File: config.mk
export PLATFORM = sky130hd
export DESIGN_NAME = fgs_dp
export DESIGN_NICKNAME = d
export VERILOG_FILES = /design/src/sv/fgs_pkg.sv /design/src/sv/fgs_dp.sv
export VERILOG_INCLUDE_DIRS = /design/src /design/src/sv
export SDC_FILE = /design/constraint.sdc
export NUM_CORES = 2
export LEC_CHECK = 0
export BUFFER_PORTS_ARGS = -buffer_cell sky130_fd_sc_hd__buf_2
export CAP_MARGIN = 20
export CELL_PAD_IN_SITES_DETAIL_PLACEMENT = 1
export CELL_PAD_IN_SITES_GLOBAL_PLACEMENT = 2
export CORE_AREA = 2 2 582 295
export DETAILED_ROUTE_END_ITERATION = 16
export DIE_AREA = 0 0 584 297
export GPL_ROUTABILITY_DRIVEN = 0
export PLACE_DENSITY = 0.82
export REMOVE_ABC_BUFFERS = 1
export SLEW_MARGIN = 20
export SYNTH_ARGS = -nofsm -noshare
export SYNTH_HDL_FRONTEND = slang
export SYNTH_SLANG_ARGS = --single-unit
File: constraint.sdc
create_clock -name clk -period 20.3 [get_ports clk]
set_clock_uncertainty 0.05 [all_clocks]
set_input_delay 3.045 -clock clk [delete_from_list [all_inputs] [get_ports clk]]
set_output_delay 3.045 -clock clk [all_outputs]
set_load 0.01 [all_outputs]
File: src/sv/fuzzy_gain_scheduled_pi_top_assert.svh
// Assertion macros shared by the fuzzy gain-scheduled PI controller RTL.
// Expects clk and rst_n in the scope of every use.
`ifndef FUZZY_GAIN_SCHEDULED_PI_TOP_ASSERT_SVH
`define FUZZY_GAIN_SCHEDULED_PI_TOP_ASSERT_SVH

// Same-cycle implication, disabled during reset
`define FGS_ASSERT_IMP(lbl, ante, cons) \
  lbl: assert property (@(posedge clk) disable iff (!rst_n) (ante) |-> (cons)) \
    else $error("same-cycle check failed");

// Next-cycle implication, disabled during reset
`define FGS_ASSERT_NXT(lbl, ante, cons) \
  lbl: assert property (@(posedge clk) disable iff (!rst_n) (ante) |=> (cons)) \
    else $error("next-cycle check failed");

`endif

File: src/sv/fgs_pkg.sv
// Shared types and constants for the fuzzy gain-scheduled PI controller.
// No dependencies.
`default_nettype none
package fgs_pkg;

  localparam int ERR_W      = 16;
  localparam int SUM_W      = 32;
  localparam int KP_W       = 16;
  localparam int KI_W       = 20;
  localparam int DUTY_W     = 8;
  localparam int CFG_IDX_W  = 3;
  localparam int CFG_DATA_W = 20;

  // Configuration register indexes
  localparam logic [CFG_IDX_W-1:0] CFG_KP_SMALL  = 3'd0;
  localparam logic [CFG_IDX_W-1:0] CFG_KP_MEDIUM = 3'd1;
  localparam logic [CFG_IDX_W-1:0] CFG_KP_LARGE  = 3'd2;
  localparam logic [CFG_IDX_W-1:0] CFG_KI_SMALL  = 3'd3;
  localparam logic [CFG_IDX_W-1:0] CFG_KI_MEDIUM = 3'd4;
  localparam logic [CFG_IDX_W-1:0] CFG_KI_LARGE  = 3'd5;

  // Gain reset values
  localparam logic [KP_W-1:0] KP_SMALL_RST  = 16'd13107;
  localparam logic [KP_W-1:0] KP_MEDIUM_RST = 16'd32768;
  localparam logic [KP_W-1:0] KP_LARGE_RST  = 16'd52429;
  localparam logic [KI_W-1:0] KI_SMALL_RST  = 20'd50332;
  localparam logic [KI_W-1:0] KI_MEDIUM_RST = 20'd21810;
  localparam logic [KI_W-1:0] KI_LARGE_RST  = 20'd38588;

  localparam logic [DUTY_W-1:0] DUTY_MAX = 8'd255;

  typedef enum logic [2:0] {
    ST_IDLE,
    ST_GRADE,
    ST_MAC,
    ST_DIV_LOAD,
    ST_DIV,
    ST_GAIN,
    ST_MUL,
    ST_SUM
  } fsm_state_t;

  typedef enum logic [1:0] {
    CLS_SMALL,
    CLS_MEDIUM,
    CLS_LARGE
  } cls_t;

  typedef struct packed {
    logic load;
    logic grade;
    logic mac;
    cls_t mac_sel;
    logic div_load;
    logic div_step;
    logic gain_upd;
    logic mul;
    logic out_load;
  } ctl_cmd_t;

  typedef struct packed {
    logic den_zero;
    logic out_free;
  } dp_sts_t;

endpackage
`default_nettype wire

File: src/sv/fgs_dp.sv
// Datapath: fuzzification, gain blending with a shift-subtract divider,
// saturating accumulator, PI products and duty clamp. Depends on fgs_pkg.
`default_nettype none
`include "fuzzy_gain_scheduled_pi_top_assert.svh"
module fgs_dp #(
  parameter int BAND = 20,
  parameter int GW   = 5,
  parameter int NW   = 27
) (
  input  wire logic                                  clk,
  input  wire logic                                  rst_n,
  input  wire fgs_pkg::ctl_cmd_t                     cmd,
  output fgs_pkg::dp_sts_t                           sts,
  input  wire logic signed [fgs_pkg::ERR_W-1:0]      error_sample,
  input  wire logic                                  cfg_we,
  input  wire logic [fgs_pkg::CFG_IDX_W-1:0]         cfg_index,
  input  wire logic [fgs_pkg::CFG_DATA_W-1:0]        cfg_wdata,
  input  wire logic                                  out_ready,
  output logic                                       out_valid,
  output logic [fgs_pkg::DUTY_W-1:0]                 pwm_duty,
  output logic [fgs_pkg::KP_W-1:0]                   kp_now,
  output logic [fgs_pkg::KI_W-1:0]                   ki_now
);

  localparam int EW    = fgs_pkg::ERR_W;
  localparam int SW    = fgs_pkg::SUM_W;
  localparam int KPW   = fgs_pkg::KP_W;
  localparam int KIW   = fgs_pkg::KI_W;
  localparam int DW    = GW + 2;
  localparam int NKP_W = KPW + GW + 2;
  localparam int PKP_W = KPW + EW + 1;
  localparam int PKI_W = KIW + SW + 1;
  localparam int V_W   = PKI_W + 1;
  localparam int Q_W   = V_W - 24;
  localparam logic signed [EW:0] BAND_S = (EW + 1)'(BAND);
  localparam logic [GW-1:0]      BAND_G = GW'(BAND);
  localparam logic signed [SW-1:0] SUM_MAX = {1'b0, {(SW - 1){1'b1}}};
  localparam logic signed [SW-1:0] SUM_MIN = {1'b1, {(SW - 1){1'b0}}};

  // Triangular grades {negative, zero, positive}
  function automatic logic [3*GW-1:0] grade3(input logic signed [EW:0] x);
    logic [GW-1:0]     n, z, p;
    logic signed [EW:0] negx;
    n    = '0;
    z    = '0;
    p    = '0;
    negx = -x;
    if (x <= -BAND_S) begin
      n = BAND_G;
    end else if (x >= BAND_S) begin
      p = BAND_G;
    end else if (!x[EW]) begin
      p = x[GW-1:0];
      z = BAND_G - x[GW-1:0];
    end else begin
      n = negx[GW-1:0];
      z = BAND_G - negx[GW-1:0];
    end
    return {n, z, p};
  endfunction

  function automatic logic [GW-1:0] gmin(input logic [GW-1:0] a, input logic [GW-1:0] b);
    return (a < b) ? a : b;
  endfunction

  function automatic logic [GW-1:0] gmax(input logic [GW-1:0] a, input logic [GW-1:0] b);
    return (a > b) ? a : b;
  endfunction

  // One restoring division step: returns {remainder, shifted numerator/quotient}
  function automatic logic [DW+NW-1:0] div_iter(input logic [DW-1:0] rem,
                                                input logic [NW-1:0] num,
                                                input logic [DW-1:0] dv);
    logic [DW:0] sh, df;
    sh = {rem, num[NW-1]};
    df = sh - {1'b0, dv};
    if (sh >= {1'b0, dv}) begin
      return {df[DW-1:0], num[NW-2:0], 1'b1};
    end
    return {sh[DW-1:0], num[NW-2:0], 1'b0};
  endfunction

  // Configuration registers
  logic [KPW-1:0] kps_r, kpm_r, kpl_r;
  logic [KIW-1:0] kis_r, kim_r, kil_r;

  always_ff @(posedge clk) begin
    if (!rst_n) begin
      kps_r <= fgs_pkg::KP_SMALL_RST;
      kpm_r <= fgs_pkg::KP_MEDIUM_RST;
      kpl_r <= fgs_pkg::KP_LARGE_RST;
      kis_r <= fgs_pkg::KI_SMALL_RST;
      kim_r <= fgs_pkg::KI_MEDIUM_RST;
      kil_r <= fgs_pkg::KI_LARGE_RST;
    end else if (cfg_we) begin
      case (cfg_index)
        fgs_pkg::CFG_KP_SMALL:  kps_r <= cfg_wdata[KPW-1:0];
        fgs_pkg::CFG_KP_MEDIUM: kpm_r <= cfg_wdata[KPW-1:0];
        fgs_pkg::CFG_KP_LARGE:  kpl_r <= cfg_wdata[KPW-1:0];
        fgs_pkg::CFG_KI_SMALL:  kis_r <= cfg_wdata[KIW-1:0];
        fgs_pkg::CFG_KI_MEDIUM: kim_r <= cfg_wdata[KIW-1:0];
        fgs_pkg::CFG_KI_LARGE:  kil_r <= cfg_wdata[KIW-1:0];
        default: ;
      endcase
    end
  end

  // Loop state
  logic signed [EW-1:0] prev_r, e_r;
  logic signed [EW:0]   d_r;
  logic signed [SW-1:0] sum_r;
  logic [KPW-1:0]       kp_held_r;
  logic [KIW-1:0]       ki_held_r;

  // Class grades, accumulators and divider
  logic [GW-1:0]     s_r, m_r, l_r;
  logic [NKP_W-1:0]  acc_kp_r;
  logic [NW-1:0]     acc_ki_r;
  logic [NW-1:0]     nkp_r, nki_r;
  logic [DW-1:0]     rkp_r, rki_r;
  logic signed [PKP_W-1:0] pkp_r;
  logic signed [PKI_W-1:0] pki_r;

  // Fuzzification and rule evaluation
  logic [GW-1:0] en, ez, ep, dn, dz, dp;
  logic [GW-1:0] s_nxt, m_nxt, l_nxt;
  logic [DW-1:0] den;

  always_comb begin
    {en, ez, ep} = grade3({e_r[EW-1], e_r});
    {dn, dz, dp} = grade3(d_r);
    l_nxt = gmax(gmin(en, dn), gmin(en, dz));
    s_nxt = gmax(gmin(ep, dz), gmin(ep, dp));
    m_nxt = gmax(gmax(gmin(en, dz), gmin(ez, dn)),
                 gmax(gmax(gmin(ez, dz), gmin(ez, dp)), gmin(ep, dz)));
  end

  assign den          = DW'(s_r) + DW'(m_r) + DW'(l_r);
  assign sts.den_zero = (den == '0);

  // Saturating accumulate of the error
  logic signed [SW:0]   sum_ext;
  logic signed [SW-1:0] sum_sat;

  always_comb begin
    sum_ext = {sum_r[SW-1], sum_r} + (SW + 1)'(e_r);
    if (sum_ext[SW] != sum_ext[SW-1]) begin
      sum_sat = sum_ext[SW] ? SUM_MIN : SUM_MAX;
    end else begin
      sum_sat = sum_ext[SW-1:0];
    end
  end

  // Gain and grade select for the shared MAC step
  logic [KPW-1:0]     gkp;
  logic [KIW-1:0]     gki;
  logic [GW-1:0]      gsel;
  logic [KPW+GW-1:0]  prod_kp;
  logic [KIW+GW-1:0]  prod_ki;

  always_comb begin
    case (cmd.mac_sel)
      fgs_pkg::CLS_SMALL: begin
        gkp = kps_r; gki = kis_r; gsel = s_r;
      end
      fgs_pkg::CLS_MEDIUM: begin
        gkp = kpm_r; gki = kim_r; gsel = m_r;
      end
      fgs_pkg::CLS_LARGE: begin
        gkp = kpl_r; gki = kil_r; gsel = l_r;
      end
      default: begin
        gkp = '0; gki = '0; gsel = '0;
      end
    endcase
    prod_kp = (KPW + GW)'(gkp) * (KPW + GW)'(gsel);
    prod_ki = (KIW + GW)'(gki) * (KIW + GW)'(gsel);
  end

  // Sample capture, grading and accumulator
  always_ff @(posedge clk) begin
    if (!rst_n) begin
      prev_r <= '0;
      sum_r  <= '0;
    end else begin
      if (cmd.load) begin
        prev_r <= error_sample;
      end
      if (cmd.grade) begin
        sum_r <= sum_sat;
      end
    end
  end

  always_ff @(posedge clk) begin
    if (cmd.load) begin
      e_r <= error_sample;
      d_r <= {error_sample[EW-1], error_sample} - {prev_r[EW-1], prev_r};
    end
    if (cmd.grade) begin
      s_r      <= s_nxt;
      m_r      <= m_nxt;
      l_r      <= l_nxt;
      acc_kp_r <= '0;
      acc_ki_r <= '0;
    end
    if (cmd.mac) begin
      acc_kp_r <= acc_kp_r + NKP_W'(prod_kp);
      acc_ki_r <= acc_ki_r + NW'(prod_ki);
    end
  end

  // Weighted-average divider, one quotient bit per cycle for both gains
  always_ff @(posedge clk) begin
    if (cmd.div_load) begin
      nkp_r <= NW'(acc_kp_r);
      nki_r <= acc_ki_r;
      rkp_r <= '0;
      rki_r <= '0;
    end else if (cmd.div_step) begin
      {rkp_r, nkp_r} <= div_iter(rkp_r, nkp_r, den);
      {rki_r, nki_r} <= div_iter(rki_r, nki_r, den);
    end
  end

  // Gains in use
  always_ff @(posedge clk) begin
    if (!rst_n) begin
      kp_held_r <= '0;
      ki_held_r <= '0;
    end else if (cmd.gain_upd) begin
      kp_held_r <= nkp_r[KPW-1:0];
      ki_held_r <= nki_r[KIW-1:0];
    end
  end

  // PI products
  always_ff @(posedge clk) begin
    if (cmd.mul) begin
      pkp_r <= PKP_W'($signed({1'b0, kp_held_r})) * PKP_W'(e_r);
      pki_r <= PKI_W'($signed({1'b0, ki_held_r})) * PKI_W'(sum_r);
    end
  end

  // Sum, floor shift and clamp
  logic signed [V_W-1:0] v;
  logic signed [Q_W-1:0] vq;
  logic [fgs_pkg::DUTY_W-1:0] duty;

  always_comb begin
    v  = (V_W'(pkp_r) <<< 8) + V_W'(pki_r);
    vq = v[V_W-1:24];
    if (vq[Q_W-1]) begin
      duty = '0;
    end else if (|vq[Q_W-2:fgs_pkg::DUTY_W]) begin
      duty = fgs_pkg::DUTY_MAX;
    end else begin
      duty = vq[fgs_pkg::DUTY_W-1:0];
    end
  end

  // Output register
  logic                        out_valid_r;
  logic [fgs_pkg::DUTY_W-1:0]  pwm_r;
  logic [KPW-1:0]              kp_out_r;
  logic [KIW-1:0]              ki_out_r;

  assign sts.out_free = !out_valid_r || out_ready;

  always_ff @(posedge clk) begin
    if (!rst_n) begin
      out_valid_r <= 1'b0;
    end else if (cmd.out_load) begin
      out_valid_r <= 1'b1;
    end else if (out_ready) begin
      out_valid_r <= 1'b0;
    end
  end

  always_ff @(posedge clk) begin
    if (cmd.out_load) begin
      pwm_r    <= duty;
      kp_out_r <= kp_held_r;
      ki_out_r <= ki_held_r;
    end
  end

  assign out_valid = out_valid_r;
  assign pwm_duty  = pwm_r;
  assign kp_now    = kp_out_r;
  assign ki_now    = ki_out_r;

  `FGS_ASSERT_NXT(a_kp_held_stable, !cmd.gain_upd, $stable(kp_held_r))
  `FGS_ASSERT_NXT(a_ki_held_stable, !cmd.gain_upd, $stable(ki_held_r))
  `FGS_ASSERT_NXT(a_out_pending, out_valid_r && !out_ready, out_valid_r && $stable(pwm_r))

endmodule
`default_nettype wire

==> metrics.txt <==
Worst-path clk slew 0.08 ns; Peak Freq 0.0956 GHz; Clock Tree Buf Depth 3; total CTS buffers between 50 and 60; Worst Hold Slack 0.407 ns; final wirelength 201,000 um; Synth Instances 6,602; post-CTS setup buffers 0; Max Cap Violations 0; Crit. End Element flop; largest net degree at the start of global routing 80; final slew viol count 0; min Tclk post-route 10.46 ns; Setup Viol. Count Final 0; Worst-Margin Slew 1.18 ns; Yosys reg bits 481; pre-CTS WS 10.12 ns; H-Tree Depth 2; status finished, final reports clean; CP arrival 10.86 ns; maximum VDD drop 0.0000898 V; initial antenna violation count 8; gr ovfl total 0; Vias/cell 5.25; routed vias 46,400; Final ANT Viol Nets 0; dpl hpwl 158,000 um; Slew headroom 0.216; Tcrit/Tclk final 0.515; synthesized area per cell 9.36 um^2; DIE HEIGHT 297 um; CTS sink cnt 481; Syn Std Cell Area 61,800 um^2; worst min path class flop to flop; RSZ-0062 raised after global routing false; CTS Hold Buffers Added 0; Ports 100; post-synthesis sequential area ratio 0.199; yosys warns 0; final net count 8,084; Total Neg Setup Slack 0 ns; Slowest Stage Delay on Critical Path 0.72 ns; Crit-path slowest cell a21oi_1; dominant register cell in the synthesized netlist edfxtp_1; peak fanout along the critical path 20; # rows 107; number of synthesized flops with an enable pin 270; Syn-to-layout area delta 7.68%; Crit path max-delay family compound AO/OA/AOI/OAI gates; Final WS setup 9.84 ns; vias in the first global route 50,500; power density over the cells 117 nW/um^2; overall global routing resource usage 0.235; wire per inst 22.7 um; clk_lat worst skew approximately 0.7 ns; final hold viol count 0; DRC 0; CTS root buffer clkbuf_16; Initial Utilization 0.366; most frequent cells in the layout inv_1 (1,133), fa_1 (976), nand2_1 (974); first-pass GRT wire length between 300,000 and 400,000 um; die width 584 um; CP bufs+invs 2; 1st-iter DRT viols between 3,000 and 4,000; Port Buf Inserts 99; critical setup path kind flop to flop; Worst Path Required 20.70 ns; commonest non-fill, non-tap cell in the layout inv_1; CP Launch Type flop; Core ar. 169,000 um^2; synth unique cells 84; fraction of layout cells with a size suffix above 1 0.0604; CTS tree done; leakage about 30 nW; Async S/R FF share, synth 0; detailed-router iteration count before antenna repair 5; r2r setup slk 9.84 ns; post_cts resized 0; Die Footprint 173,000 um^2
==> final timing paths <==
check                                             from                     end  depth (start not counted)
worst max-delay path                  e_r[1]$_DFFE_PP_        m_r[2]$_DFFE_PP_                         37
worst min-delay path            kil_r[18]$_SDFFE_PN0P_  kil_r[18]$_SDFFE_PN0P_                          2
worst max register to register        e_r[1]$_DFFE_PP_        m_r[2]$_DFFE_PP_                         37
worst min register to register  kil_r[18]$_SDFFE_PN0P_  kil_r[18]$_SDFFE_PN0P_                          2
==> worst reg2reg max path, delay by kind of cell, from the launching register on <==
kind | cells | cell delay (ns)
AO/OA/AOI/OAI | 17 | 4.95
flip-flops | 1 | 0.33
adder cells (fa/ha/maj) | 5 | 1.56
buffers and inverters | 2 | 0.58
AND/OR/NAND/NOR | 11 | 2.22
multiplexers | 2 | 0.56
==> layout make-up <==
cell class / instances / area (um^2)
fill: 19300 / 102000
multi-input combinational: 4692 / 44100
sequential: 481 / 12300
inverter: 1136 / 4270
tap: 2234 / 2800
clock buffer: 65 / 1410
timing repair buffer: 200 / 1260
clock inverter: 33 / 377
antenna: 2 / 5.00
==> cell usage after synthesis (13+ instances only) <==
master    instances  area, um^2
a211oi_1         30         225
a21o_1           95         713
a21oi_1         273        1370
a31oi_1          19         119
and2_1          433        2710
and3_1           31         194
buf_1            18        67.6
clkbuf_1        264         991
dfxtp_1         211        4220
edfxtp_1        270        8110
fa_1            976       19500
ha_1            492        6160
inv_1          1134        4260
maj3_1           30         300
mux2_2           69         777
mux2i_1         147        1470
nand2_1         974        3660
nand2b_1         49         307
nand3_1          76         380
nand4_1          23         144
nor2_1          273        1020
nor2b_1          43         269
nor3_1           55         275
o21a_1           50         375
o21ai_0         170         851
o21bai_1         20         150
or2_2            13        81.3
or3_1            17         106
xnor2_1         119        1040
xor2_1           58         508
==> where the power goes <==
group | leakage [nW] | total (mW) | internal, mW | switching (mW)
clock | 0.852 | 1.03 | 0.556 | 0.478
combinational | 25.0 | 5.18 | 1.99 | 3.19
sequential | 4.50 | 1.60 | 1.39 | 0.210
total | 30.4 | 7.81 | 3.93 | 3.88
==> metrics by stage <==
step,util,area (um^2),std cells,power (mW)
5_1_grt,0.395,66600,8841,8.50
4_1_cts,0.395,66600,8841,7.80
2_1_floorplan,-,60700,6309,4.89
3_3_place_gp,0.384,64800,8743,6.52
3_5_place_dp,0.384,64800,8743,6.72
6_report,0.395,66600,8843,7.81
==> kinds of logic (layout without fill, tap and decap cells) <==
| group | after synthesis | in the layout | synth area share |
|---|---|---|---|
| muxes | 216 | 216 | 0.0364 |
| adders and majority gates | 1498 | 1498 | 0.420 |
| and+or+nand+nor | 2016 | 2016 | 0.152 |
| AOI/OAI and AO/OA | 785 | 785 | 0.0796 |
| DFF | 481 | 481 | 0.199 |
| xor gates and xnor gates | 177 | 177 | 0.0251 |
| buffers and inverters | 1429 | 1434 | 0.0872 |
| other | 0 | 2 | 0 |
==> registers in the layout (all words and copies together) (netlist names), 23 cells and up <==
signal and flops:
pki_r 45, pkp_r 33, sum_r 32, acc_ki_r 27, nki_r 27, nkp_r 27
acc_kp_r 23
==> routing by layer <==
layer / global-route usage / vias to the layer above / part of all wire
li1: - / 20700 / -
met5: 0 / - / 0.000060
met1: 0.375 / 24100 / 0.51
met2: 0.324 / 1417 / 0.39
met4: 0.0250 / 2 / 0.0093
met3: 0.0578 / 138 / 0.088
Note: power is estimated with default switching activity, not from simulation.
