<file path="src/sv/fuzzy_gain_scheduled_pi_top_assert.svh">
// Assertion macros shared by the fuzzy gain-scheduled PI controller RTL.
// Expects clk and rst_n in the scope of every use.
`ifndef FUZZY_GAIN_SCHEDULED_PI_TOP_ASSERT_SVH
`define FUZZY_GAIN_SCHEDULED_PI_TOP_ASSERT_SVH

// Same-cycle implication, disabled during reset
`define FGS_ASSERT_IMP(lbl, ante, cons) \
  lbl: assert property (@(posedge clk) disable iff (!rst_n) (ante) |-> (cons)) \
    else $error("same-cycle check failed");

// Next-cycle implication, disabled during reset
`define FGS_ASSERT_NXT(lbl, ante, cons) \
  lbl: assert property (@(posedge clk) disable iff (!rst_n) (ante) |=> (cons)) \
    else $error("next-cycle check failed");

`endif

</file>
<file path="src/sv/fgs_pkg.sv">
// Shared types and constants for the fuzzy gain-scheduled PI controller.
// No dependencies.
`default_nettype none
package fgs_pkg;

  localparam int ERR_W      = 16;
  localparam int SUM_W      = 32;
  localparam int KP_W       = 16;
  localparam int KI_W       = 20;
  localparam int DUTY_W     = 8;
  localparam int CFG_IDX_W  = 3;
  localparam int CFG_DATA_W = 20;

  // Configuration register indexes
  localparam logic [CFG_IDX_W-1:0] CFG_KP_SMALL  = 3'd0;
  localparam logic [CFG_IDX_W-1:0] CFG_KP_MEDIUM = 3'd1;
  localparam logic [CFG_IDX_W-1:0] CFG_KP_LARGE  = 3'd2;
  localparam logic [CFG_IDX_W-1:0] CFG_KI_SMALL  = 3'd3;
  localparam logic [CFG_IDX_W-1:0] CFG_KI_MEDIUM = 3'd4;
  localparam logic [CFG_IDX_W-1:0] CFG_KI_LARGE  = 3'd5;

  // Gain reset values
  localparam logic [KP_W-1:0] KP_SMALL_RST  = 16'd13107;
  localparam logic [KP_W-1:0] KP_MEDIUM_RST = 16'd32768;
  localparam logic [KP_W-1:0] KP_LARGE_RST  = 16'd52429;
  localparam logic [KI_W-1:0] KI_SMALL_RST  = 20'd50332;
  localparam logic [KI_W-1:0] KI_MEDIUM_RST = 20'd21810;
  localparam logic [KI_W-1:0] KI_LARGE_RST  = 20'd38588;

  localparam logic [DUTY_W-1:0] DUTY_MAX = 8'd255;

  typedef enum logic [2:0] {
    ST_IDLE,
    ST_GRADE,
    ST_MAC,
    ST_DIV_LOAD,
    ST_DIV,
    ST_GAIN,
    ST_MUL,
    ST_SUM
  } fsm_state_t;

  typedef enum logic [1:0] {
    CLS_SMALL,
    CLS_MEDIUM,
    CLS_LARGE
  } cls_t;

  typedef struct packed {
    logic load;
    logic grade;
    logic mac;
    cls_t mac_sel;
    logic div_load;
    logic div_step;
    logic gain_upd;
    logic mul;
    logic out_load;
  } ctl_cmd_t;

  typedef struct packed {
    logic den_zero;
    logic out_free;
  } dp_sts_t;

endpackage
`default_nettype wire

</file>
<file path="src/sv/fgs_ctrl.sv">
// Sequencer for the fuzzy gain-scheduled PI controller.
// Depends on fgs_pkg and the assertion macro header.
`default_nettype none
`include "fuzzy_gain_scheduled_pi_top_assert.svh"
module fgs_ctrl #(
  parameter int DIV_STEPS = 27
) (
  input  wire logic              clk,
  input  wire logic              rst_n,
  input  wire logic              in_valid,
  output logic                   in_ready,
  input  wire fgs_pkg::dp_sts_t  sts,
  output fgs_pkg::ctl_cmd_t      cmd
);

  localparam int CNT_W = $clog2(DIV_STEPS);
  localparam logic [CNT_W-1:0] CNT_LAST_CLS = CNT_W'(2);
  localparam logic [CNT_W-1:0] CNT_LAST_DIV = CNT_W'(DIV_STEPS - 1);
  localparam logic [CNT_W-1:0] CNT_ONE      = CNT_W'(1);

  fgs_pkg::fsm_state_t state_r, state_nxt;
  logic [CNT_W-1:0]    cnt_r, cnt_nxt;

  // State and step counter
  always_ff @(posedge clk) begin
    if (!rst_n) begin
      state_r <= fgs_pkg::ST_IDLE;
      cnt_r   <= '0;
    end else begin
      state_r <= state_nxt;
      cnt_r   <= cnt_nxt;
    end
  end

  // Next state and commands
  always_comb begin
    state_nxt = state_r;
    cnt_nxt   = cnt_r;
    cmd       = '0;
    in_ready  = 1'b0;
    case (state_r)
      fgs_pkg::ST_IDLE: begin
        in_ready = 1'b1;
        if (in_valid) begin
          cmd.load  = 1'b1;
          state_nxt = fgs_pkg::ST_GRADE;
        end
      end
      fgs_pkg::ST_GRADE: begin
        cmd.grade = 1'b1;
        cnt_nxt   = '0;
        state_nxt = fgs_pkg::ST_MAC;
      end
      fgs_pkg::ST_MAC: begin
        cmd.mac     = 1'b1;
        cmd.mac_sel = fgs_pkg::cls_t'(cnt_r[1:0]);
        cnt_nxt     = cnt_r + CNT_ONE;
        if (cnt_r == CNT_LAST_CLS) begin
          cnt_nxt   = '0;
          // no grade fired: keep the old gains
          state_nxt = sts.den_zero ? fgs_pkg::ST_MUL : fgs_pkg::ST_DIV_LOAD;
        end
      end
      fgs_pkg::ST_DIV_LOAD: begin
        cmd.div_load = 1'b1;
        cnt_nxt      = '0;
        state_nxt    = fgs_pkg::ST_DIV;
      end
      fgs_pkg::ST_DIV: begin
        cmd.div_step = 1'b1;
        cnt_nxt      = cnt_r + CNT_ONE;
        if (cnt_r == CNT_LAST_DIV) begin
          cnt_nxt   = '0;
          state_nxt = fgs_pkg::ST_GAIN;
        end
      end
      fgs_pkg::ST_GAIN: begin
        cmd.gain_upd = 1'b1;
        state_nxt    = fgs_pkg::ST_MUL;
      end
      fgs_pkg::ST_MUL: begin
        cmd.mul   = 1'b1;
        state_nxt = fgs_pkg::ST_SUM;
      end
      fgs_pkg::ST_SUM: begin
        // hold until the output register can take the result
        if (sts.out_free) begin
          cmd.out_load = 1'b1;
          state_nxt    = fgs_pkg::ST_IDLE;
        end
      end
      default: begin
        state_nxt = fgs_pkg::ST_IDLE;
      end
    endcase
  end

  `FGS_ASSERT_NXT(a_accept_to_grade, in_valid && in_ready, state_r == fgs_pkg::ST_GRADE)
  `FGS_ASSERT_IMP(a_div_nonzero_den, cmd.div_step || cmd.div_load, !sts.den_zero)
  `FGS_ASSERT_IMP(a_load_when_free, cmd.out_load, sts.out_free)

endmodule
`default_nettype wire

</file>
<file path="config.mk">
export PLATFORM = sky130hd
export DESIGN_NAME = fgs_ctrl
export DESIGN_NICKNAME = d
export VERILOG_FILES = /design/src/sv/fgs_pkg.sv /design/src/sv/fgs_ctrl.sv
export VERILOG_INCLUDE_DIRS = /design/src /design/src/sv
export SDC_FILE = /design/constraint.sdc
export NUM_CORES = 1
export LEC_CHECK = 0
export BUFFER_PORTS_ARGS = -buffer_cell sky130_fd_sc_hd__buf_2
export CORE_AREA = 2 2 39 41
export CTS_CLUSTER_SIZE = 16
export DETAILED_ROUTE_END_ITERATION = 6
export DIE_AREA = 0 0 41 43
export GPL_ROUTABILITY_DRIVEN = 0
export PLACE_DENSITY = 0.74
export SYNTH_ARGS = -nofsm -noshare
export SYNTH_HDL_FRONTEND = slang
export SYNTH_SLANG_ARGS = --single-unit
</file>
<file path="constraint.sdc">
create_clock -name clk -period 1.1 [get_ports clk]
set_input_delay 0.33 -clock clk [delete_from_list [all_inputs] [get_ports clk]]
set_output_delay 0.33 -clock clk [all_outputs]
set_load 0.02 [all_outputs]
</file>
==> results of run 1 <==
## layout by cell type, fill, tap and decap left out, types with 2 or more instances in the layout
| cell type | n |
|---|---|
| buf_2 | 5 |
| and2_1 | 2 |
| nand2_1 | 3 |
| inv_1 | 2 |
| o21ai_2 | 2 |
| and3_4 | 3 |
| xor2_1 | 3 |
| buf_8 | 3 |
| nor2_4 | 5 |
| buf_6 | 13 |
| nor3b_4 | 2 |
| nand3_2 | 2 |
| nor2_1 | 4 |
| dfxtp_1 | 3 |
| nand4_1 | 2 |
| clkbuf_4 | 3 |
| o21ai_1 | 3 |
| buf_4 | 21 |
| dfxtp_2 | 5 |
| a21oi_1 | 3 |
| nand3_1 | 2 |
## layout make-up
type	instances	area share, %
sequential	8	14.3
inverter	5	2.90
tap	16	1.72
clock buffer	3	1.94
multi-input combinational	54	45.3
timing repair buffer	43	33.9
## per-layer routing
layer | part of all wire, % | vias up | global-route usage [%]
li1 | - | 337 | -
met1 | 36 | 313 | 25.6
met2 | 57 | 20 | 43.8
met3 | 5.1 | 4 | 7.33
met4 | 1.3 | 0 | 10.7
met5 | 0 | - | 0
## report_power, final
part           total, mW  internal (mW)  switching, mW
Clock              0.244          0.126          0.118
Combinational      0.384          0.194          0.190
Sequential         0.314          0.304         0.0101
Total              0.942          0.624          0.318
## timing repair
| item | 4_1_cts | 5_1_grt |
|---|---|---|
| buffers inserted | 5 | 3 |
| pin swaps | 19 | 9 |
| hold buffers | 0 | 0 |
| setup endpoints to repair | 18 | 19 |
| resized for setup | 46 | 13 |
## cells by family (layout without fill, tap and decap cells)
group,Yosys count,after routing,share of synthesized area (%)
AND/OR/NAND/NOR,35,35,38.7
AO/OA/AOI/OAI,14,14,16.6
flip-flops,8,8,29.2
XOR/XNOR,3,3,4.78
buffers and inverters,8,51,6.15
adder cells (fa/ha/maj),2,2,4.56
## metrics by stage
step	total power [mW]	hold WS, ps	setup TNS (ps)	setup WS (ps)	instances
floorplan	0.478	455	-1270	-217	70
global placement	0.567	548	-2620	-233	119
detailed placement	0.574	551	-2930	-243	119
CTS	0.903	332	-6230	-491	127
global route	0.981	333	-7830	-542	129
finish	0.942	341	-7030	-511	129
## Yosys cell counts
cell type | n | share of area, %
inv_1 | 5 | 3.4
o21ai_0 | 3 | 2.7
a31oi_1 | 1 | 1.1
nand3b_1 | 1 | 1.4
o21ai_1 | 2 | 1.8
nand2b_1 | 2 | 2.3
and4b_4 | 1 | 2.5
a211oi_1 | 1 | 1.4
or3_4 | 1 | 2.0
buf_2 | 3 | 2.7
o2111ai_1 | 1 | 1.6
o22ai_2 | 1 | 2.3
o21ai_2 | 1 | 1.6
dfxtp_1 | 8 | 29
nor3b_1 | 2 | 2.7
nor4b_4 | 1 | 4.3
nor3_1 | 2 | 1.8
a22oi_1 | 1 | 1.4
nand2_1 | 4 | 2.7
nand4_1 | 2 | 2.3
nor2_1 | 9 | 6.1
and2_1 | 3 | 3.4
ha_1 | 2 | 4.6
a21oi_1 | 3 | 2.7
and3_1 | 3 | 3.4
nand3_1 | 4 | 3.6
xor2_1 | 3 | 4.8
## sequential cells by signal, indices dropped and copies added (netlist names)
register and count:
cnt_r 5, state_r 3
## worst max path at each step
| stage | slack [ps] | endpoint |
|---|---|---|
| after floorplan | -220 | cmd[9] |
| after global placement | -230 | cmd[9] |
| after detailed placement | -240 | cmd[9] |
| after CTS | -490 | cmd[9] |
| after global routing | -540 | cmd[9] |
| final | -510 | cmd[9] |
## worst register-to-register path, stage by stage (launching register included)
cell,delay [ps]
dfxtp_2,320
buf_4,130
buf_12,140
buf_6,120
buf_8,110
o21ai_4,110
buf_6,120
nand4_1,100
xor2_1,170
nor2_1,70
==> flow_summary.ini, run 1 <==
[clock_network]
cts_tree = done
numCtsBuffers = 3
clk_pin_slew_worst_paths_ps = 70
clockBufferDepth = 2
htreeDepth = 1
clkLatencyLatePin_ps = 260
cts_sinks = 8
cts-root-buf = clkbuf_4

[setup_path]
critical_path_class = reg -> out
slowest_stage = or3_4
path_cells = or3_4 -> inv_4 -> and2_4 -> buf_6
crit_fanout = 2
endpoint_kind = output port
cp_data_arrival_time_ps = 1280
rr_endpoint = cnt_r[4]$_SDFFE_PN0P_
critPathLaunch = state_r[1]$_SDFFE_PN0P_
start_kind = flip-flop
cp_top_family = simple AND/OR/NAND/NOR gates
worstPathRequired_ps = 770
cp_slowest_stage_delay_ps = 410
crit_buf_inv = 2
crit_cells = 4
worstRegToRegCells = 9
r2r_setup_slack_ps = -410
r2r-start = state_r[1]$_SDFFE_PN0P_

[sta]
max_slew_margin_pct = 82.3
layout_min_cycle_time_ps = 1610
max_freq_mhz = 621
worst-slew-pin-transition_ps = 264
period_share_pct = 146
setup_slack_ps = -511
rsz0062_at_grt = yes
finClkSkew_ps = 9.09
setup_violations = 19
slew_viol_final = 0
hold_violations = 0

[routing]
drc = 0
routed_wl_microns = 1900
antenna_left = 0
vias = 674
avgViaCountPerCell = 5.22
drt_iter0_markers = 4
drtPass1Iterations = 4
post_drt_wl_per_cell_microns = 14.7

[min_path]
hold_depth = 3
hold_class = in -> reg
hp-start = sts[1]
min_to = state_r[2]$_SDFFE_PN0P_

[status]
failed_checks = negative setup slack
status = finished, violations left

[job]
max_cap_violations = 0

[floorplan]
fp-row-count = 14
die_h_microns = 43
io_pins = 16
die_area_sq_um = 1760
initial_core_util_pct = 39.7
core-area_sq_um = 1380
die_w_microns = 41

[yosys]
synthCells = 70
ys_ff_latch = 8
syn_avg_cell_area_sq_um = 7.85
yosys_warnings = 0
ys_types = 27
yosysSeqAreaShare_pct = 29.2
syn-cell-area_sq_um = 549
synth_nets = 77

[place]
numPortBuffers = 15
placed_cell_area_sq_um = 876
place_hpwl_microns = 1230

[layout]
seq_area_sq_um = 166
num_antenna_cells = 0
fin_nets = 122
multi_input_area_sq_um = 527
final_core_util_pct = 84.1
area_delta_synth_final_pct = 112
fillerInstances = 72
layout-drive-gt1-share_pct = 72.6
design_area_sq_um = 1160

[global_route]
grt_pass1_vias = 692
antenna_found_initial = 0
grt.total_usage_pct = 25.1
grt_overflow = 0
grt_max_degree = 11
grt_pass1_wl_microns = 2930

[power_and_ir_drop]
p_per_area_nw_per_um2 = 809
peakVddDrop_v = 0.000673
leakagePower_nw = 0.474
Note: power is estimated with default switching activity, not from simulation.
==> run 2, diff against run 1 <==
--- a/config.mk
+++ b/config.mk
@@ -6,7 +6,7 @@
 export SDC_FILE = /design/constraint.sdc
 export NUM_CORES = 1
 export LEC_CHECK = 0
-export BUFFER_PORTS_ARGS = -buffer_cell sky130_fd_sc_hd__buf_2
+export BUFFER_PORTS_ARGS = -buffer_cell sky130_fd_sc_hd__buf_4
 export CORE_AREA = 2 2 39 41
 export CTS_CLUSTER_SIZE = 16
 export DETAILED_ROUTE_END_ITERATION = 6
==> run 2 against run 1 <==
Effect of this change: the flow still finishes with violations (negative setup slack); core utilization rose by 2.7 points; combinational power rose by 3%; total power rose by 1.5%; critical path depth did not move; non-clock buffer count did not move; wire length rose by 14%; largest cell class unchanged; critical endpoint unchanged; global-route usage barely moved.
==> flow_summary.ini, run 2 (synthesis gave the netlist of run 1 again) <==
[clock_network]
cts_tree = done
cts-root-buf = clkbuf_4
clockBufferDepth = 2
htreeDepth = 1
numCtsBuffers = 3
hold_buffers = 0
cts_sinks = 8
clk_pin_slew_worst_paths_ps = 70
clkLatencyLatePin_ps = 270

[place]
placed_cell_area_sq_um = 898
numPortBuffers = 15
place_hpwl_microns = 1140

[setup_path]
worstRegToRegCells = 8
crit_fanout = 2
r2r-start = state_r[2]$_SDFFE_PN0P_
r2r_setup_slack_ps = -270
rr_endpoint = cnt_r[0]$_SDFFE_PN0P_
critical_path_class = reg -> out
start_kind = flip-flop
cp_data_arrival_time_ps = 1290
worstPathRequired_ps = 770
endpoint_kind = output port

[status]
status = finished, violations left
failed_checks = negative setup slack

[power_and_ir_drop]
peakVddDrop_v = 0.000486
p_per_area_nw_per_um2 = 796
leakagePower_nw = 0.501
power.total_mw = 0.956

[sta]
layout_min_cycle_time_ps = 1620
setup_violations = 18
max_freq_mhz = 616
rsz0062_at_grt = yes
setup_tns_ps = -6420
worst-slew-pin-transition_ps = 279
hold_violations = 0
period_share_pct = 148
max_slew_margin_pct = 81.3
whs_ps = 334
slew_viol_final = 0
finClkSkew_ps = 8.43
setup_slack_ps = -524

[layout]
regMostFlops = cnt_r
layout_commonest_cell = buf_4
fin_nets = 122
multi_input_area_sq_um = 519
most-common-layout-cells = buf_4, buf_6, nor2_1, dfxtp_2, nor2_4
seq_area_sq_um = 166
layout-drive-gt1-share_pct = 71.7
final_core_util_pct = 86.8
design_area_sq_um = 1200
largest_reg_flops = 5
fillerInstances = 73
top_regs = cnt_r (5), state_r (3)
num_antenna_cells = 0
area_delta_synth_final_pct = 119

[routing]
drc = 0
avgViaCountPerCell = 5.52
drt_iter0_markers = 6
antenna_left = 0
post_drt_wl_per_cell_microns = 16.7
drtPass1Iterations = 4
vias = 712
routed_wl_microns = 2150

[job]
max_cap_violations = 0

[global_route]
grt.total_usage_pct = 25.0
antenna_found_initial = 0
grt_max_degree = 14
grt_pass1_wl_microns = 2890
grt_overflow = 0
grt_pass1_vias = 658

[min_path]
hold_class = in -> reg
min_to = state_r[2]$_SDFFE_PN0P_
hp-start = sts[1]
hold_depth = 3

[floorplan]
die_area_sq_um = 1760
io_pins = 16
die_w_microns = 41
initial_core_util_pct = 39.7
core-area_sq_um = 1380
die_h_microns = 43
fp-row-count = 14
[run 2: cell type report]
| type | count | share of cell area, % |
|---|---|---|
| Timing Repair Buffer | 43 | 37.2 |
| Inverter | 5 | 2.19 |
| Sequential cell | 8 | 13.9 |
| Clock buffer | 3 | 1.88 |
| Multi-Input combinational cell | 54 | 43.2 |
| Tap cell | 16 | 1.67 |
[run 2: worst max-delay path by stage]
stage	start	to	slack, ps	cells past startpoint
after detailed placement	state_r[1]$_SDFFE_PN0P_	cmd[9]	-230	4
after floorplan	state_r[1]$_SDFFE_PN0P_	cmd[9]	-220	3
after global placement	state_r[1]$_SDFFE_PN0P_	cmd[9]	-220	4
after global routing	state_r[2]$_SDFFE_PN0P_	cmd[9]	-560	4
after CTS	state_r[2]$_SDFFE_PN0P_	cmd[9]	-510	4
final	state_r[1]$_SDFFE_PN0P_	cmd[9]	-520	4
[run 2: per-layer routing]
metal,vias to the layer above,GRT usage (%),share of wire (%)
met5,-,0,0
met4,0,14.0,4.9
met3,12,5.76,5.4
met2,34,41.3,50
met1,331,27.4,40
li1,335,-,-
[run 2: timing repair]
action / CTS / global route
setup buffers: 4 / 5
endpoints found under the setup margin: 18 / 18
gates cloned: 1 / 0
pin swaps: 8 / 12
resized for setup: 18 / 27
[run 2: worst max-delay path: stages, from the launching register on]
cell     delay (ps)
dfxtp_2         340
or3_4           390
inv_4            60
and2_4          130
buf_6           110
[run 2: stage by stage]
stage / setup WS [ps] / instances
6_report: -524 / 129
3_3_place_gp: -220 / 117
4_1_cts: -507 / 125
5_1_grt: -555 / 129
2_1_floorplan: -217 / 70
3_5_place_dp: -235 / 117
[run 2: where the power goes]
| part | total [mW] | internal (mW) | switching [mW] |
|---|---|---|---|
| combinational | 0.395 | 0.204 | 0.190 |
| sequential | 0.315 | 0.304 | 0.0111 |
| clock | 0.247 | 0.126 | 0.121 |
| total | 0.956 | 0.634 | 0.322 |
==> run 3, diff against run 2 <==
--- a/config.mk
+++ b/config.mk
@@ -16,3 +16,4 @@
 export SYNTH_ARGS = -nofsm -noshare
 export SYNTH_HDL_FRONTEND = slang
 export SYNTH_SLANG_ARGS = --single-unit
+export TNS_END_PERCENT = 1
==> run 3 against run 2 <==
Effect of this change: worst setup slack better by 26 ps; critical path depth stayed put; die area stayed put; fmax is 1.6% higher; the run still ends with negative setup slack left; clock skew is 7.7 ps lower; combinational power is 36% lower; worst hold slack better by 29 ps; sequential cell count stayed put; critical endpoint unchanged; register-to-register slack better by 70 ps; final cell count is 10% lower; count of clock-buffer cells in the layout stayed put.
==> flow_summary.ini, run 3 (synthesis gave the netlist of run 1 again) <==
[floorplan]
fp-row-count = 14
io_pins = 16
core-area_sq_um = 1380
die_w_microns = 41
die_h_microns = 43
die_area_sq_um = 1760
initial_core_util_pct = 39.7

[clock_network]
numCtsBuffers = 3
cts_setup_buffers = 0
clk_pin_slew_worst_paths_ps = 60
clockBufferDepth = 2
htreeDepth = 1
cts_tree = done
cts-root-buf = clkbuf_4
cts_sinks = 8
clkLatencyLatePin_ps = 250

[place]
post-place-cells = 113
numPortBuffers = 15
place_hpwl_microns = 1130

[power_and_ir_drop]
pwr-share-clk_pct = 29.1
internal-power_mw = 0.550
power_switching_mw = 0.251
peakVddDrop_v = 0.000641
leakagePower_nw = 0.397
p_comb_share_pct = 31.5
switching_share_pct = 31.3
p_per_area_nw_per_um2 = 911
power.total_mw = 0.801
seq_power_share_pct = 39.4

[sta]
hold_violations = 0
setup_tns_ps = -5250
worst-slew-pin-transition_ps = 332
max_freq_mhz = 626
finClkSkew_ps = 0.737
whs_ps = 363
slew_viol_final = 0
period_share_pct = 145
max_slew_margin_pct = 77.8
setup_violations = 18
layout_min_cycle_time_ps = 1600
rsz0062_at_grt = yes
setup_slack_ps = -498

[routing]
wl_met3_microns = 90
drt_iter0_markers = 13
maxUsedRoutingLayer = met3
routed_wl_microns = 1440
wl_met2_microns = 758
antenna_left = 0
post_drt_wl_per_cell_microns = 12.4
avgViaCountPerCell = 5.35
drc = 0
drtPass1Iterations = 4
vias = 621
wl_met1_microns = 586

[global_route]
grt.total_usage_pct = 18.8
grt_pass1_wl_microns = 2270
grt_pass1_vias = 560
antenna_found_initial = 0
grt_overflow = 0
grt_max_degree = 16

[setup_path]
cp_data_arrival_time_ps = 1270
critPathLaunch = state_r[2]$_SDFFE_PN0P_
crit_fanout = 2
r2r_setup_slack_ps = -200
worstPathRequired_ps = 770
r2r-start = cnt_r[0]$_SDFFE_PN0P_
critical_path_class = reg -> out
endpoint_kind = output port
start_kind = flip-flop
critPathCapture = cmd[9]
worstRegToRegCells = 6
rr_endpoint = cnt_r[2]$_SDFFE_PN0P_

[layout]
final_cells = 116
fin_nets = 109
layout-drive-gt1-share_pct = 54.0
num_antenna_cells = 0
regMostFlops = cnt_r
final_core_util_pct = 63.6
most-common-layout-cells = buf_4, nor2_1, nand3_1, dfxtp_1
top_regs = cnt_r (5), state_r (3)
fillerInstances = 125
layout_commonest_cell = buf_4
area_delta_synth_final_pct = 60.1
largest_reg_flops = 5

[status]
failed_checks = negative setup slack
status = finished, violations left

[min_path]
hold_class = in -> reg

[job]
max_cap_violations = 0
## run 3: cell count changes in the layout (fill, tap and decap cells not counted), sizes merged
cell  delta
buf     -13
## run 3: per-layer routing
| metal | track usage (%) | vias up |
|---|---|---|
| li1 | - | 309 |
| met1 | 22.0 | 292 |
| met2 | 31.6 | 20 |
| met3 | 4.71 | 0 |
| met4 | 6.00 | 0 |
| met5 | 0 | - |
## run 3: repair_timing
| action | 4_1_cts | 5_1_grt |
|---|---|---|
| gates cloned | 0 | 0 |
| setup endpoints to repair | 18 | 18 |
| pin swaps | 3 | 2 |
| gates resized for setup | 13 | 3 |
| hold buffers | 0 | 0 |
## run 3: cell type report
type,count,area (sq um),area share (%)
Multi-Input combinational cell,54,409,46.5
Tap cell,16,20.0,2.28
Sequential cell,8,168,19.1
Timing Repair Buffer,30,236,26.9
Clock buffer,3,22.5,2.56
Inverter,5,23.8,2.70
## run 3: critical path: stages (launching register included)
cell     delay, ps
dfxtp_2        320
or3_4          400
inv_4           60
and2_4         130
buf_6          100
## run 3: power by group through the flow
| stage | sequential [mW] | combinational, mW | clock (mW) |
|---|---|---|---|
| after floorplan | 0.319 | 0.130 | 0 |
| after global placement | 0.317 | 0.224 | 0 |
| after detailed placement | 0.318 | 0.230 | 0 |
| after CTS | 0.314 | 0.248 | 0.238 |
| after global routing | 0.316 | 0.271 | 0.251 |
| final | 0.315 | 0.252 | 0.233 |
## run 3: through the flow
step	setup slack [ps]	area, sq um
after floorplan	-217	581
after global placement	-229	811
after detailed placement	-239	811
after CTS	-503	868
after global routing	-535	880
final	-498	880
## run 3: how the worst min path moves through the flow
stage                                      from                 endpoint  slack, ps  cells past startpoint
final                                     rst_n    cnt_r[1]$_SDFFE_PN0P_        360                      3
after global routing                      rst_n    cnt_r[1]$_SDFFE_PN0P_        390                      3
after CTS                                 rst_n  state_r[0]$_SDFFE_PN0P_        350                      3
after detailed placement  cnt_r[1]$_SDFFE_PN0P_    cnt_r[1]$_SDFFE_PN0P_        550                      2
after global placement    cnt_r[1]$_SDFFE_PN0P_    cnt_r[1]$_SDFFE_PN0P_        540                      2
after floorplan                           rst_n  state_r[0]$_SDFFE_PN0P_        470                      2
